==> config.mk <==
export PLATFORM = sky130hd
export DESIGN_NAME = plqt_ctrl
export DESIGN_NICKNAME = d
export VERILOG_FILES = /design/src/rtl/plqt_pkg.sv /design/src/rtl/plqt_ctrl.sv
export SDC_FILE = /design/constraint.sdc
export NUM_CORES = 1
export LEC_CHECK = 0
export BUFFER_PORTS_ARGS = -buffer_cell sky130_fd_sc_hd__buf_2
export CAP_MARGIN = 0
export CORE_AREA = 10 10 47 49
export CTS_CLUSTER_SIZE = 30
export DETAILED_ROUTE_END_ITERATION = 12
export DIE_AREA = 0 0 57 59
export SYNTH_ARGS = -nofsm -noshare
export SYNTH_HDL_FRONTEND = slang
export SYNTH_SLANG_ARGS = --single-unit
==> constraint.sdc <==
create_clock -name clk -period 2 [get_ports clk]
set_input_delay 0.4 -clock clk [delete_from_list [all_inputs] [get_ports clk]]
set_output_delay 0.4 -clock clk [all_outputs]
set_load 0.03 [all_outputs]
==> src/rtl/plqt_pkg.sv <==
package plqt_pkg;

    // Message and id geometry
    localparam int ACC_W         = 3;
    localparam int NUM_ACCEPTORS = 1 << ACC_W;
    localparam int ROUND_W       = 32;
    localparam int UID_W         = 8;
    localparam int ID_W          = ROUND_W + UID_W;
    localparam int VALUE_BITS    = 32;

    // Per-proposal counters saturate at all ones
    localparam int CNT_W = 8;
    localparam logic [CNT_W-1:0] CNT_MAX = {CNT_W{1'b1}};

    // Configuration registers
    localparam int QUORUM_W   = 4;
    localparam int NODE_W     = 8;
    localparam int CFG_IDX_W  = 2;
    localparam int CFG_DATA_W = 8;

    localparam logic [CFG_IDX_W-1:0] REG_QUORUM  = 2'd0;
    localparam logic [CFG_IDX_W-1:0] REG_NODE_ID = 2'd1;

    localparam logic [QUORUM_W-1:0] QUORUM_RESET  = 4'd5;
    localparam logic [NODE_W-1:0]   NODE_ID_RESET = 8'd0;

    typedef struct packed {
        logic [ACC_W-1:0]      acceptor_index;
        logic [ROUND_W-1:0]    proposal_round;
        logic [UID_W-1:0]      proposer_uid;
        logic [VALUE_BITS-1:0] value_tag;
    } plqt_msg_t;

    typedef struct packed {
        logic [NODE_W-1:0]     sender_id;
        logic [VALUE_BITS-1:0] resolved_value;
        logic                  early;
    } plqt_res_t;

    // Controller -> datapath
    typedef struct packed {
        logic capture;
        logic lookup;
        logic commit;
    } plqt_cmd_t;

    // Datapath -> controller
    typedef struct packed {
        logic emit;
        logic out_blocked;
    } plqt_stat_t;

endpackage

==> src/rtl/plqt_ctrl.sv <==
module plqt_ctrl import plqt_pkg::*;
(
    input  logic       clk,
    input  logic       rst_n,
    input  logic       msg_valid,
    output logic       msg_ready,
    input  plqt_stat_t stat,
    output plqt_cmd_t  cmd
);

    localparam logic [1:0] S_IDLE = 2'd0;
    localparam logic [1:0] S_LOOK = 2'd1;
    localparam logic [1:0] S_UPD  = 2'd2;

    logic [1:0] state_reg;
    logic [1:0] state_next;
    logic       commit;
    logic       capture;

    // Update waits only when it has a result and the output register is still full
    assign commit    = (state_reg == S_UPD) && !(stat.emit && stat.out_blocked);
    assign msg_ready = (state_reg == S_IDLE) || commit;
    assign capture   = msg_valid && msg_ready;

    assign cmd.capture = capture;
    assign cmd.lookup  = (state_reg == S_LOOK);
    assign cmd.commit  = commit;

    always_comb
    begin
        state_next = state_reg;
        unique case (state_reg)
            S_IDLE:
            begin
                if (capture)
                    state_next = S_LOOK;
            end
            S_LOOK:
            begin
                state_next = S_UPD;
            end
            S_UPD:
            begin
                if (commit)
                    state_next = capture ? S_LOOK : S_IDLE;
            end
            default:
            begin
                state_next = S_IDLE;
            end
        endcase
    end

    always_ff @(posedge clk or negedge rst_n)
    begin
        if (!rst_n)
            state_reg <= S_IDLE;
        else
            state_reg <= state_next;
    end

    a_capture_to_lookup: assert property (@(posedge clk) disable iff (!rst_n)
        capture |=> state_reg == S_LOOK)
        else $error("captured request did not move to lookup");

    a_stall_holds_update: assert property (@(posedge clk) disable iff (!rst_n)
        (state_reg == S_UPD && !commit) |=> state_reg == S_UPD)
        else $error("update left without commit");

endmodule

# Yosys cells after proc, flatten, opt, wreduce, memory -nomap -nowiden
# Cells that the tools add are included.
[word_totals]
ff_bits = 2
inputBits = 5
output_inout_bits = 4
elab_cells = 16
[op_classes]
eq_ne = 4
n_mux = 4
n_reduce_logical = 7
[op_table]
columns = ["operator", "count"]
rows = [
  ["2-bit one-hot mux with 3 select lines", 1],
  ["2-bit 2-to-1 mux", 2],
  ["2-bit inequality test, second input constant", 2],
  ["1-bit logical AND", 3],
  ["2-bit by 1-bit == test with 1-bit output, second input constant", 1],
  ["2-bit == test, second input constant", 1],
  ["2-bit zero test", 1],
  ["2-bit AND reduction", 1],
  ["1-bit zero test", 1],
  ["1-bit logical OR", 1],
  ["1-bit 2-to-1 mux", 1],
]

# Depth between registers and ports, before layout
[depth]
word_depth = 8
depth_mapped = 3
depth_no_buf = 2

# Worst setup path before layout
# OpenSTA, ideal clock, no wires.
[synth_timing]
kind = "input to output"
from = "input stat[0] in the netlist's numbering"
to = "output msg_ready"
arrival_time_ns = 0.963
required_time_ns = 1.600
path_slack_ns = 0.637
cell_stages = 1
path_cell_list = "a31oi_1"
[synth_between]
elab_chain_len = 4
[synth_rtl]
columns = ["item", "line_no", "source"]
rows = [
  ["start: declaration", "plqt_ctrl.sv:7", "input plqt_stat_t stat,"],
  ["1-bit logical AND", "plqt_ctrl.sv:21", "assign commit = (state_reg == S_UPD) && !(stat.emit && stat.out_blocked);"],
  ["1-bit zero test", "plqt_ctrl.sv:21", ""],
  ["1-bit logical AND", "plqt_ctrl.sv:21", ""],
  ["1-bit logical OR", "plqt_ctrl.sv:22", "assign msg_ready = (state_reg == S_IDLE) || commit;"],
  ["end: declaration", "plqt_ctrl.sv:6", "output logic msg_ready,"],
]
# No other way between the ends.

==> flow_metrics.env <==
export IMPL_seq_power_share=0.271
export IMPL_maxSlewViolCount=0
export IMPL_fin_setup_tns_ns=0
export IMPL_grtUsageTotal=0.0256
export IMPL_synth_edf_count=0
export IMPL_grt_max_degree=6
export IMPL_cpMaxStageDelayCell="dfrtp_1"
export IMPL_layout_area_overhead_vs_synth_pct=53.3
export IMPL_antenna_found_initial=0
export IMPL_core_area_um2=1400
export IMPL_ys_ff_latch=2
export IMPL_p_switching_mw=0.0588
export IMPL_ys_warn_count=0
export IMPL_worstPathCellList="nand2b_1 -> a21oi_1 -> buf_2"
export IMPL_ir_worst_vdd_mv=0.124
export IMPL_via_per_inst=3.41
export IMPL_period_minus_slack_ns=1.52
export IMPL_critPathLaunchType="flip-flop"
export IMPL_clockBufferDepth=2
export IMPL_arrival_ns=1.12
export IMPL_nets=30
export IMPL_clk_latency_ns=0.23
export IMPL_holdCritPathClass="in -> reg"
export IMPL_async_reset_ff_frac=1.00
export IMPL_dp_final_hpwl_um=283
export IMPL_ctsResizeCount=0
export IMPL_htreeDepth=1
export IMPL_finalPower_mw=0.187
export IMPL_clock_skew_ns=0.000708
export IMPL_synth_top_area_share=0.381
export IMPL_largest_reg_flops=2
export IMPL_synth_area_per_cell_um2=9.38
export IMPL_cts_root_buffer="clkbuf_4"
export IMPL_synth_common_cells="3 x buf_4, 2 x a311oi_1, 2 x dfrtp_1"
export IMPL_leakagePower_nw=0.0974
export IMPL_mappedNetlistArea_um2=131
export IMPL_synth_most_common_cell="buf_4"
export IMPL_grt_ovfl_total=0
export IMPL_synthFlopType="dfrtp_1"
export IMPL_cts_buffers=3
export IMPL_power_density_nw_per_um2=928
export IMPL_period_share=0.759
export IMPL_fin_util=0.144
export IMPL_tightest_slew_ns=0.233
export IMPL_firstDrtPassIters=2
export IMPL_placed_area_um2=169
export IMPL_vias=133
export IMPL_netlist_instances=14
export IMPL_synth_cell_type_count=10
export IMPL_grt_pass1_wl_um=538
export IMPL_stdcell_area_um2=201
export IMPL_setup_violations=0
export IMPL_end_kind="output port"
export IMPL_io_buffers=8
export IMPL_path_max_fanout=5
export IMPL_swShare=0.315
export IMPL_die_x_um=57
export IMPL_cts_tree="built"
export IMPL_fp_row_count=14
export IMPL_critPathBufInv=1
export IMPL_maxSlewHeadroom=0.843
export IMPL_die_h_um=59
export IMPL_grt_pass1_vias=129
export IMPL_slowest_delay_ns=0.40
export IMPL_grt_setup_unrepaired="no"
export IMPL_synth_area_top_cells="dfrtp_1 38%, buf_4 17%, a311oi_1 13%"
export IMPL_yosysSeqAreaShare=0.381
export IMPL_cts_sinks=2
export IMPL_antenna_left=0
export IMPL_synth_top_cell_by_area="dfrtp_1"
export IMPL_crit_family="flip-flops"
export IMPL_status="finished clean"
export IMPL_finalHoldViolCount=0
export IMPL_clkTransAtPathRegs_ns=0.03
export IMPL_start_util=0.0938
export IMPL_wire_per_inst_um=9.41
export IMPL_synth_nets=19
export IMPL_r2r_slack_ns=1.17
export IMPL_p_int_mw=0.128
export IMPL_drc_errors=0
export IMPL_antenna_cells=0
export IMPL_fmax_ghz=0.659
export IMPL_gp_congestion=0.606
export IMPL_routed_wl_um=367
export IMPL_comb_power_share=0.242
export IMPL_required_ns=1.60
export IMPL_hold_slack_ns=0.421
export IMPL_layout_drive_gt1_share=0.522
export IMPL_drt_iter0_markers=2
export IMPL_cap_violations=0
export IMPL_num_io_pins=9
export IMPL_fp_dieArea_um2=3360
export IMPL_p_clk_frac=0.486
export IMPL_crit_type="reg -> out"
[layer usage]
metal / routed length [um] / vias up / track usage
li1: - / 69 / -
met1: 131 / 53 / 0.0156
met2: 142 / 9 / 0.0279
met3: 77 / 2 / 0.0279
met4: 15 / 0 / 0.0503
met5: 0 / - / 0
[path summary, 6_finish.rpt]
kind / startpoint / to / cells after the start
hold / removal: msg_valid / state_reg[0] / 3
hold reg to reg: state_reg[0] / state_reg[0] / 1
setup / recovery: state_reg[0] / cmd[0] / 3
setup reg to reg: state_reg[0] / state_reg[1] / 2
max in group asynchronous: rst_n / state_reg[0] / 2
min in group asynchronous: rst_n / state_reg[1] / 2
[what timing repair did]
action                     4_1_cts  5_1_grt
setup endpoints to repair        0        0
setup buffers                    0        0
hold buffers                     1        0
hold endpoints to repair         2        0
[placed cells by master, fill, tap and decap left out]
| cell type | instances |
|---|---|
| a21oi_1 | 1 |
| a311oi_1 | 2 |
| a31oi_1 | 1 |
| buf_2 | 8 |
| clkbuf_4 | 3 |
| dfrtp_1 | 2 |
| dlygate4sd3_1 | 1 |
| inv_1 | 1 |
| nand2_1 | 1 |
| nand2b_1 | 1 |
| nor2b_2 | 1 |
| o21bai_1 | 1 |
[cells by family after synthesis]
group / after synthesis / share of synthesized area
DFF: 2 / 0.381
AOI/OAI and AO/OA: 5 / 0.276
and+or+nand+nor: 3 / 0.143
buffers and inverters: 4 / 0.200
[worst min-delay path, delay by kind of cell]
family	cells	cell delay, ns
buf+inv	2	0.15
compound gates	1	0.05
[through the flow]
step | setup WS (ns) | std cells
final | 0.483 | 39
after global routing | 0.399 | 39
after CTS | 0.461 | 39
after detailed placement | 0.589 | 35
after global placement | 0.600 | 35
after floorplan | 0.637 | 14
[final cells by class]
| cell class | instances | area [um^2] |
|---|---|---|
| clock buffers | 3 | 22.5 |
| inverters | 1 | 3.75 |
| flip-flops and latches | 2 | 50.0 |
| fillers | 168 | 1200 |
| multi-input cells | 8 | 55.1 |
| repair buffers | 9 | 50.0 |
| well taps | 16 | 20.0 |
[power groups by stage]
stage | sequential (mW) | combinational (mW) | clock (mW)
after floorplan | 0.0500 | 0.0370 | 0
after global placement | 0.0510 | 0.0445 | 0
after detailed placement | 0.0513 | 0.0448 | 0
after CTS | 0.0508 | 0.0464 | 0.0977
after global routing | 0.0514 | 0.0499 | 0.101
final | 0.0507 | 0.0453 | 0.0909
Power figures use the tool's default switching activity.
