<file path="src/rtl/plqt_pkg.sv">
package plqt_pkg;

    // Message and id geometry
    localparam int ACC_W         = 3;
    localparam int NUM_ACCEPTORS = 1 << ACC_W;
    localparam int ROUND_W       = 32;
    localparam int UID_W         = 8;
    localparam int ID_W          = ROUND_W + UID_W;
    localparam int VALUE_BITS    = 32;

    // Per-proposal counters saturate at all ones
    localparam int CNT_W = 8;
    localparam logic [CNT_W-1:0] CNT_MAX = {CNT_W{1'b1}};

    // Configuration registers
    localparam int QUORUM_W   = 4;
    localparam int NODE_W     = 8;
    localparam int CFG_IDX_W  = 2;
    localparam int CFG_DATA_W = 8;

    localparam logic [CFG_IDX_W-1:0] REG_QUORUM  = 2'd0;
    localparam logic [CFG_IDX_W-1:0] REG_NODE_ID = 2'd1;

    localparam logic [QUORUM_W-1:0] QUORUM_RESET  = 4'd5;
    localparam logic [NODE_W-1:0]   NODE_ID_RESET = 8'd0;

    typedef struct packed {
        logic [ACC_W-1:0]      acceptor_index;
        logic [ROUND_W-1:0]    proposal_round;
        logic [UID_W-1:0]      proposer_uid;
        logic [VALUE_BITS-1:0] value_tag;
    } plqt_msg_t;

    typedef struct packed {
        logic [NODE_W-1:0]     sender_id;
        logic [VALUE_BITS-1:0] resolved_value;
        logic                  early;
    } plqt_res_t;

    // Controller -> datapath
    typedef struct packed {
        logic capture;
        logic lookup;
        logic commit;
    } plqt_cmd_t;

    // Datapath -> controller
    typedef struct packed {
        logic emit;
        logic out_blocked;
    } plqt_stat_t;

endpackage

</file>
<file path="src/rtl/plqt_datapath.sv">
module plqt_datapath import plqt_pkg::*;
(
    input  logic                  clk,
    input  logic                  rst_n,
    input  plqt_msg_t             msg_data,
    input  logic                  cfg_we,
    input  logic [CFG_IDX_W-1:0]  cfg_index,
    input  logic [CFG_DATA_W-1:0] cfg_data,
    input  plqt_cmd_t             cmd,
    output plqt_stat_t            stat,
    input  logic                  res_ready,
    output logic                  res_valid,
    output plqt_res_t             res_data
);

    // Captured request
    logic [ACC_W-1:0]      acc_reg;
    logic [ID_W-1:0]       id_reg;
    logic [VALUE_BITS-1:0] val_reg;

    // Lookup results
    logic                     early_reg;
    logic                     stale_reg;
    logic [NUM_ACCEPTORS-1:0] old_hit_reg;
    logic [NUM_ACCEPTORS-1:0] new_hit_reg;

    // Tables
    logic [NUM_ACCEPTORS-1:0] al_valid_reg;
    logic [ID_W-1:0]          al_id_reg [NUM_ACCEPTORS];
    logic [NUM_ACCEPTORS-1:0] pid_valid_reg;
    logic [ID_W-1:0]          pid_reg   [NUM_ACCEPTORS];
    logic [CNT_W-1:0]         pacc_reg  [NUM_ACCEPTORS];
    logic [CNT_W-1:0]         pret_reg  [NUM_ACCEPTORS];

    logic                  final_valid_reg;
    logic [ID_W-1:0]       final_id_reg;
    logic [VALUE_BITS-1:0] final_value_reg;

    logic [QUORUM_W-1:0] quorum_reg;
    logic [NODE_W-1:0]   node_reg;

    logic      out_valid_reg;
    plqt_res_t out_data_reg;

    // Lookup stage
    logic                     had_last;
    logic [ID_W-1:0]          last_id;
    logic                     early_c;
    logic                     stale_c;
    logic [NUM_ACCEPTORS-1:0] old_hit_c;
    logic [NUM_ACCEPTORS-1:0] new_hit_c;

    // Update stage
    logic [CNT_W-1:0]         ret_dec [NUM_ACCEPTORS];
    logic [CNT_W-1:0]         acc_inc [NUM_ACCEPTORS];
    logic [CNT_W-1:0]         ret_inc [NUM_ACCEPTORS];
    logic [NUM_ACCEPTORS-1:0] live;
    logic [NUM_ACCEPTORS-1:0] free_sel;
    logic [NUM_ACCEPTORS-1:0] sel;
    logic [NUM_ACCEPTORS-1:0] hit_q;
    logic                     found;
    logic                     decide;
    logic                     emit;
    logic                     apply;

    assign had_last = al_valid_reg[acc_reg];
    assign last_id  = al_id_reg[acc_reg];
    assign early_c  = final_valid_reg && (id_reg >= final_id_reg)
                      && (val_reg == final_value_reg);
    assign stale_c  = had_last && (id_reg <= last_id);

    always_comb
    begin
        for (int i = 0; i < NUM_ACCEPTORS; i++)
        begin
            old_hit_c[i] = had_last && pid_valid_reg[i] && (pid_reg[i] == last_id);
            new_hit_c[i] = pid_valid_reg[i] && (pid_reg[i] == id_reg);
        end
    end

    // Release the acceptor's previous proposal, then pick the matching or first free entry
    always_comb
    begin
        logic [CNT_W-1:0] base_acc;
        logic [CNT_W-1:0] base_ret;
        for (int i = 0; i < NUM_ACCEPTORS; i++)
        begin
            ret_dec[i] = (pret_reg[i] != '0) ? pret_reg[i] - 1'b1 : '0;
            live[i]    = pid_valid_reg[i] && !(old_hit_reg[i] && ret_dec[i] == '0);
        end
        found    = |new_hit_reg;
        free_sel = ~live & (live + 1'b1);
        sel      = found ? new_hit_reg : free_sel;
        for (int i = 0; i < NUM_ACCEPTORS; i++)
        begin
            base_acc   = found ? pacc_reg[i] : '0;
            base_ret   = found ? pret_reg[i] : '0;
            acc_inc[i] = (base_acc == CNT_MAX) ? base_acc : base_acc + 1'b1;
            ret_inc[i] = (base_ret == CNT_MAX) ? base_ret : base_ret + 1'b1;
            hit_q[i]   = sel[i] && (acc_inc[i] == {{(CNT_W-QUORUM_W){1'b0}}, quorum_reg});
        end
    end

    assign decide = |hit_q;
    assign emit   = early_reg || (!stale_reg && decide);
    assign apply  = cmd.commit && !early_reg && !stale_reg;

    assign stat.emit        = emit;
    assign stat.out_blocked = out_valid_reg && !res_ready;

    assign res_valid = out_valid_reg;
    assign res_data  = out_data_reg;

    always_ff @(posedge clk)
    begin
        if (cmd.capture)
        begin
            acc_reg <= msg_data.acceptor_index;
            id_reg  <= {msg_data.proposal_round, msg_data.proposer_uid};
            val_reg <= msg_data.value_tag;
        end
    end

    always_ff @(posedge clk or negedge rst_n)
    begin
        if (!rst_n)
        begin
            early_reg   <= 1'b0;
            stale_reg   <= 1'b0;
            old_hit_reg <= '0;
            new_hit_reg <= '0;
        end
        else if (cmd.lookup)
        begin
            early_reg   <= early_c;
            stale_reg   <= stale_c;
            old_hit_reg <= old_hit_c;
            new_hit_reg <= new_hit_c;
        end
    end

    // Valid bits and decision state
    always_ff @(posedge clk or negedge rst_n)
    begin
        if (!rst_n)
        begin
            al_valid_reg    <= '0;
            pid_valid_reg   <= '0;
            final_valid_reg <= 1'b0;
            final_id_reg    <= '0;
            final_value_reg <= '0;
        end
        else if (apply)
        begin
            if (decide)
            begin
                al_valid_reg    <= '0;
                pid_valid_reg   <= '0;
                final_valid_reg <= 1'b1;
                final_id_reg    <= id_reg;
                final_value_reg <= val_reg;
            end
            else
            begin
                al_valid_reg[acc_reg] <= 1'b1;
                pid_valid_reg         <= live | sel;
            end
        end
    end

    // Table payload
    always_ff @(posedge clk)
    begin
        if (apply && !decide)
        begin
            al_id_reg[acc_reg] <= id_reg;
            for (int i = 0; i < NUM_ACCEPTORS; i++)
            begin
                if (old_hit_reg[i])
                    pret_reg[i] <= ret_dec[i];
                if (sel[i])
                begin
                    pacc_reg[i] <= acc_inc[i];
                    pret_reg[i] <= ret_inc[i];
                    if (!found)
                        pid_reg[i] <= id_reg;
                end
            end
        end
    end

    always_ff @(posedge clk or negedge rst_n)
    begin
        if (!rst_n)
        begin
            quorum_reg <= QUORUM_RESET;
            node_reg   <= NODE_ID_RESET;
        end
        else if (cfg_we)
        begin
            if (cfg_index == REG_QUORUM)
                quorum_reg <= cfg_data[QUORUM_W-1:0];
            if (cfg_index == REG_NODE_ID)
                node_reg <= cfg_data[NODE_W-1:0];
        end
    end

    always_ff @(posedge clk or negedge rst_n)
    begin
        if (!rst_n)
            out_valid_reg <= 1'b0;
        else if (cmd.commit && emit)
            out_valid_reg <= 1'b1;
        else if (res_ready)
            out_valid_reg <= 1'b0;
    end

    always_ff @(posedge clk)
    begin
        if (cmd.commit && emit)
        begin
            out_data_reg.sender_id      <= node_reg;
            out_data_reg.resolved_value <= early_reg ? final_value_reg : val_reg;
            out_data_reg.early          <= early_reg;
        end
    end

    a_decide_clears: assert property (@(posedge clk) disable iff (!rst_n)
        (apply && decide) |=> (al_valid_reg == '0) && (pid_valid_reg == '0))
        else $error("tables not cleared after decision");

    a_result_needs_final: assert property (@(posedge clk) disable iff (!rst_n)
        out_valid_reg |-> final_valid_reg)
        else $error("result without a decided value");

    a_single_entry: assert property (@(posedge clk) disable iff (!rst_n)
        apply |-> $onehot0(sel) && ((old_hit_reg & new_hit_reg) == '0))
        else $error("update selects more than one entry");

endmodule

</file>
<file path="config.mk">
export PLATFORM = sky130hd
export DESIGN_NAME = plqt_datapath
export DESIGN_NICKNAME = d
export VERILOG_FILES = /design/src/rtl/plqt_pkg.sv /design/src/rtl/plqt_datapath.sv
export SDC_FILE = /design/constraint.sdc
export NUM_CORES = 2
export LEC_CHECK = 0
export ABC_AREA = 1
export ABC_CLOCK_PERIOD_IN_PS = 8340
export BUFFER_PORTS_ARGS = -buffer_cell sky130_fd_sc_hd__buf_2
export CORE_ASPECT_RATIO = 0.5
export CORE_MARGIN = 8
export CORE_UTILIZATION = 68
export CTS_BUF_LIST = sky130_fd_sc_hd__clkbuf_16
export CTS_CLUSTER_DIAMETER = 40
export DETAILED_ROUTE_END_ITERATION = 6
export HOLD_SLACK_MARGIN = 0.08
export PLACE_DENSITY = 0.9
export SETUP_SLACK_MARGIN = 0.05
export SLEW_MARGIN = 10
export SYNTH_ARGS = -nofsm -noshare
export SYNTH_HDL_FRONTEND = slang
export SYNTH_SLANG_ARGS = --single-unit
</file>
<file path="constraint.sdc">
create_clock -name clk -period 8.34 [get_ports clk]
set_clock_uncertainty 0.05 [all_clocks]
set_input_delay 1.668 -clock clk [delete_from_list [all_inputs] [get_ports clk]]
set_output_delay 1.668 -clock clk [all_outputs]
set_load 0.05 [all_outputs]
</file>
# ---- After elaboration in Yosys (flattened, before gate mapping)
# Memories as Yosys holds them, arrays and structs flattened. A register that Yosys moved wholly into a read port is not among the register bits.
# Cells that the tools add are included.
dict set report word_totals {
  ff_bits 236
  ramBits 768
  inputBits 92
  out_inout_bits 44
  wordCells 361
  memories 4
}
dict set report op_classes {
  add_sub_neg 25
  order_cmp 4
  eq_ne 42
  muxes 155
  bitwise 12
  reduce_logical 101
}
# memory words word_bits rd rd_clocked_by_memory_dff write_ports line
set mem_list {}
lappend mem_list {al_id_reg 8 40 1 1 1 plqt_datapath.sv:29} ;# logic [ID_W-1:0] al_id_reg [NUM_ACCEPTORS];
lappend mem_list {pid_reg 8 40 8 0 1 plqt_datapath.sv:31} ;# logic [ID_W-1:0] pid_reg [NUM_ACCEPTORS];
lappend mem_list {pacc_reg 8 8 8 0 8 plqt_datapath.sv:32} ;# logic [CNT_W-1:0] pacc_reg [NUM_ACCEPTORS];
lappend mem_list {pret_reg 8 8 8 0 8 plqt_datapath.sv:33} ;# logic [CNT_W-1:0] pret_reg [NUM_ACCEPTORS];
# op n
set ops {}
lappend ops {{== test 40 bit} 16}
lappend ops {{two-way mux 8 bit} 51}
lappend ops {{two-way mux 40 bit} 7}
lappend ops {{OR reduction 40 bit} 7}
lappend ops {{adder 8 x 1 -> 8 bit (second input constant)} 17}
lappend ops {{== test 8 bit (second input constant)} 16}
lappend ops {{two-way mux 1 bit} 86}
lappend ops {{== test 8 x 4 -> 1 bit} 8}
lappend ops {{zero test 8 bit} 8}
lappend ops {{nonzero test 8 bit} 8}
lappend ops {{subtractor 8 x 1 -> 8 bit (second input constant)} 8}
lappend ops {{logical AND 1 bit} 58}
lappend ops {{>= comparator 40 bit} 1}
lappend ops {{<= comparator 40 bit} 1}
lappend ops {{== test 32 bit} 1}
lappend ops {{two-way mux 32 bit} 1}
lappend ops {{two-way mux 3 bit} 8}
lappend ops {{OR 8 bit} 2}
lappend ops {{OR reduction 8 bit} 2}
lappend ops {{zero test 1 bit} 12}
lappend ops {{AND 8 bit} 1}
lappend ops {{NOT 8 bit} 1}
lappend ops {{OR 1 bit} 8}
lappend ops {{AND reduction 2 bit} 3}
lappend ops {{8 further kinds} 8}

# ---- Depth between registers and ports, before layout
dict set report depth {
  ltp_word 23
  mapped_depth 29
  mapped_depth_nobuf 26
}

# ---- Worst setup path after synthesis
# OpenSTA, ideal clock, no wires.
dict set report synth_timing {
  path_type {input -> register}
  startpoint {input port cmd[0] in the netlist's numbering}
  endpoint {memory pid_reg[0][40] in the netlist's numbering (enable)}
  setup_time_ns 0.438
  arrival_time_ns 4.699
  required_ns 7.852
  setup_slack_ns 3.154
  stages 5
  n_path_buf 1
  path_cell_list {inv_1 -> nor3_1 -> clkbuf_1 -> nand4_1 -> nor2_1}
}
dict set report synth_between {
  elab_chain_cells 13
  elab_cells_between_ends 40
  classes_between {mux: 30; reduce/logical: 10}
}
# element line
set synth_rtl {}
lappend synth_rtl {{from (decl)} plqt_datapath.sv:9} ;# input plqt_cmd_t cmd,
lappend synth_rtl {{logical AND 1 bit * (2 in a row)} plqt_datapath.sv:106} ;# assign apply = cmd.commit && !early_reg && !stale_reg;
lappend synth_rtl {{logical AND 1 bit *} plqt_datapath.sv:174} ;# if (apply && !decide)
lappend synth_rtl {{two-way mux 1 bit} plqt_datapath.sv:174}
lappend synth_rtl {{two-way mux 1 bit (not written as such)} plqt_datapath.sv:186} ;# pid_reg[i] <= id_reg;
lappend synth_rtl {{OR reduction 40 bit (no source line)} n/a}
lappend synth_rtl {{two-way mux 3 bit (no source line) / two-way mux 1 bit (equally long branches) (7 in a row)} n/a}
lappend synth_rtl {{to (decl)} plqt_datapath.sv:31}
# Every way passes the cells marked *; elsewhere a longest branch is shown, timed or not.

==> results.txt <==
hold depth = 0
WL final = 161 mm
drt first pass iters = 7
total core area = 75,500 um2
Syn-to-layout area delta = 9.60%
Post-CTS Setup Inserts = 0
synth top area cells = edfxtp_1 51%, nand2_1 8.1%, dfrtp_1 5.7%
synthesized cell area = 52,200 um2
status = finished with violations
worst skew pair latency = 0.74 ns
CP Max Fanout = 32
Synth area leader = edfxtp_1
Synth async-reset ratio = 0.119
Global Route Usage Sum = 0.357
number of flops mapped to enable cells by yosys = 884
Die W = 408 um
GRT overflow = 0
die area = 86,400 um2
initial antenna violation count = 7
H-tree levels = 3
TNS Setup = 0 ns
via count = 43,600
final period utilization = 0.792
Tot Pwr = 13.7 mW
Slew HR = 0.0493
Setup crit start kind = flip-flop
PostCTS Resize Cnt = 0
Setup Viol. Count Final = 0
most frequent cell after synthesis = nand2_1
Tmin final = 6.60 ns
# rows = 71
Routed Antenna Nets = 0
post-synth top area share = 0.509
Reg2Reg Depth = 16
Crit. End Element = primary output
Iteration-0 DRC Markers = 6,837
I/O pins = 136
Diodes inserted = 0
root buffer cell = clkbuf_16
worst min path class = reg2reg
worst slew pin tran = 1.41 ns
Mapped Avg Cell Area = 9.77 um2
Fin Hold WS = 0.401 ns
CP required = 6.62 ns
Netlist cell types = 67
yosys warns = 0
CTS buffer count = 93
Hold-fix buffers, CTS = 0
Sink Count = 1,007
Max Slew Vio Count = 0
post-route core utilization = 0.757
clock transition at the registers of the reported paths = 0.07 ns
wire per inst = 24.5 um
max-cap violations = 0
net count after synthesis = 5,544
vias per std cell = 6.65
Seq/Total Area, Yosys = 0.568
layout cells sized above 1 = 0.0959
first-pass GRT wire length = 240 mm
critical path class = reg2out
TritonCTS clock tree = yes
cells after synthesis = 5,340
pwr dens = 240 nW/um2
nets = 5,654
Synth top cells by count = 1,132 x nand2_1, 884 x edfxtp_1, 540 x nor2_1
PortBufs = 135
largest net degree at the start of global routing = 162
dpl ws = 2.58 ns
RD Place Congestion = 1.04
failing checks = design-rule violations
Yosys reg bits = 1,007
Max rail drop VDD = 0.000236 V
drt drc = 4
setup slack after layout = 1.74 ns
Final Hold Viols = 0
DP Wirelength = 103 mm
Initial Util = 0.691
clk buf depth = 3
vias in the first global route = 42,800
P_leak = 22.8 nW
CP arrival = 4.88 ns
Chip Height = 212 um
top_reg_cell synth = edfxtp_1
fmax = 151 MHz
RSZ-0062 raised after global routing = no
worst max-delay path, cell delays in order, from the launching register on:
cell     delay, ns
dfrtp_1       0.41
nor2_1        0.12
nand3_1       0.14
nor2_4        0.61
buf_4         0.47
nor2_1        0.16
ha_1          0.28
nand4_1       0.13
nor2_1        0.15
nand2_2       0.16
nand2_1       0.12
xor2_1        0.17
nand3_1       0.11
nor2_1        0.19
nand2_1       0.09
nand2_2       0.12
nor2_8        0.07
nand2_4       0.16
nand2_1       0.08
nand2_1       0.11
buf_2         0.28
report_power, final:
| part | switching [mW] | total, mW | internal [mW] |
|---|---|---|---|
| sequential | 0.374 | 6.44 | 6.07 |
| combinational | 1.98 | 2.81 | 0.827 |
| clock | 2.09 | 4.48 | 2.39 |
| total | 4.44 | 13.7 | 9.28 |
cell usage in the layout (no fill, tap or decap), types with 9 or more instances in the layout:
cell	n
nand2_1	1131
edfxtp_1	884
nor2_1	523
inv_1	505
o21ai_0	347
nand3_1	302
xor2_1	202
xnor2_1	160
buf_2	133
dfrtp_1	117
ha_1	112
nand4_1	104
clkbuf_16	94
nor3_1	89
o22ai_1	79
buf_4	78
o211ai_1	71
a21oi_1	68
o2111ai_1	68
o21ai_2	50
nor4_1	47
o21ai_1	29
a221oi_1	29
inv_2	26
clkinv_2	22
clkinv_1	21
a211oi_1	20
nor2_4	19
nor2_2	16
or2_2	16
nand2_2	14
o21a_1	11
nand3b_1	10
o221ai_1	9
bufinv_16	9
path summary, 6_finish.rpt:
| path | startpoint | slack (ns) | endpoint |
|---|---|---|---|
| setup / recovery | new_hit_reg[4] | 1.74 | stat[1] |
| hold / removal | node_reg[3] | 0.40 | res_data[36] |
| setup reg to reg | flip-flop | 2.57 | stale_reg |
| hold reg to reg | node_reg[3] | 0.40 | res_data[36] |
| max in group asynchronous | rst_n | 6.01 | old_hit_reg[1] |
| min in group asynchronous | rst_n | 0.94 | al_valid_reg[3] |
metal layers:
| metal | share of wire | vias up | track usage |
|---|---|---|---|
| met2 | 0.45 | 3712 | 0.562 |
| li1 | - | 18700 | - |
| met1 | 0.34 | 20400 | 0.447 |
| met3 | 0.15 | 757 | 0.104 |
| met5 | 0.00062 | - | 0 |
| met4 | 0.060 | 14 | 0.200 |
area by class of cell:
class | count | area [um2]
flip-flops and latches | 1007 | 29600
clock inverters | 79 | 808
fillers | 4675 | 18300
clock buffers | 94 | 2350
repair buffers | 215 | 1310
well taps | 1022 | 1280
inverters | 532 | 2000
multi-input cells | 3601 | 19800
cells by family (layout without fill, tap and decap cells):
kind of cell | Yosys count | in the layout | synth area share
xor+xnor | 362 | 362 | 0.0608
compound gates | 817 | 817 | 0.0983
buf+inv | 732 | 920 | 0.0563
mux | 10 | 10 | 0.00201
simple gates | 2300 | 2300 | 0.188
flops | 1007 | 1007 | 0.568
fa+ha+maj | 112 | 112 | 0.0269
per-stage QoR:
| stage | area (um2) | instances |
|---|---|---|
| after floorplan | 52200 | 5340 |
| after global placement | 54000 | 6376 |
| after detailed placement | 54000 | 6376 |
| after CTS | 57200 | 6549 |
| after global routing | 57200 | 6550 |
| final | 57200 | 6550 |
Power figures use the tool's default switching activity.
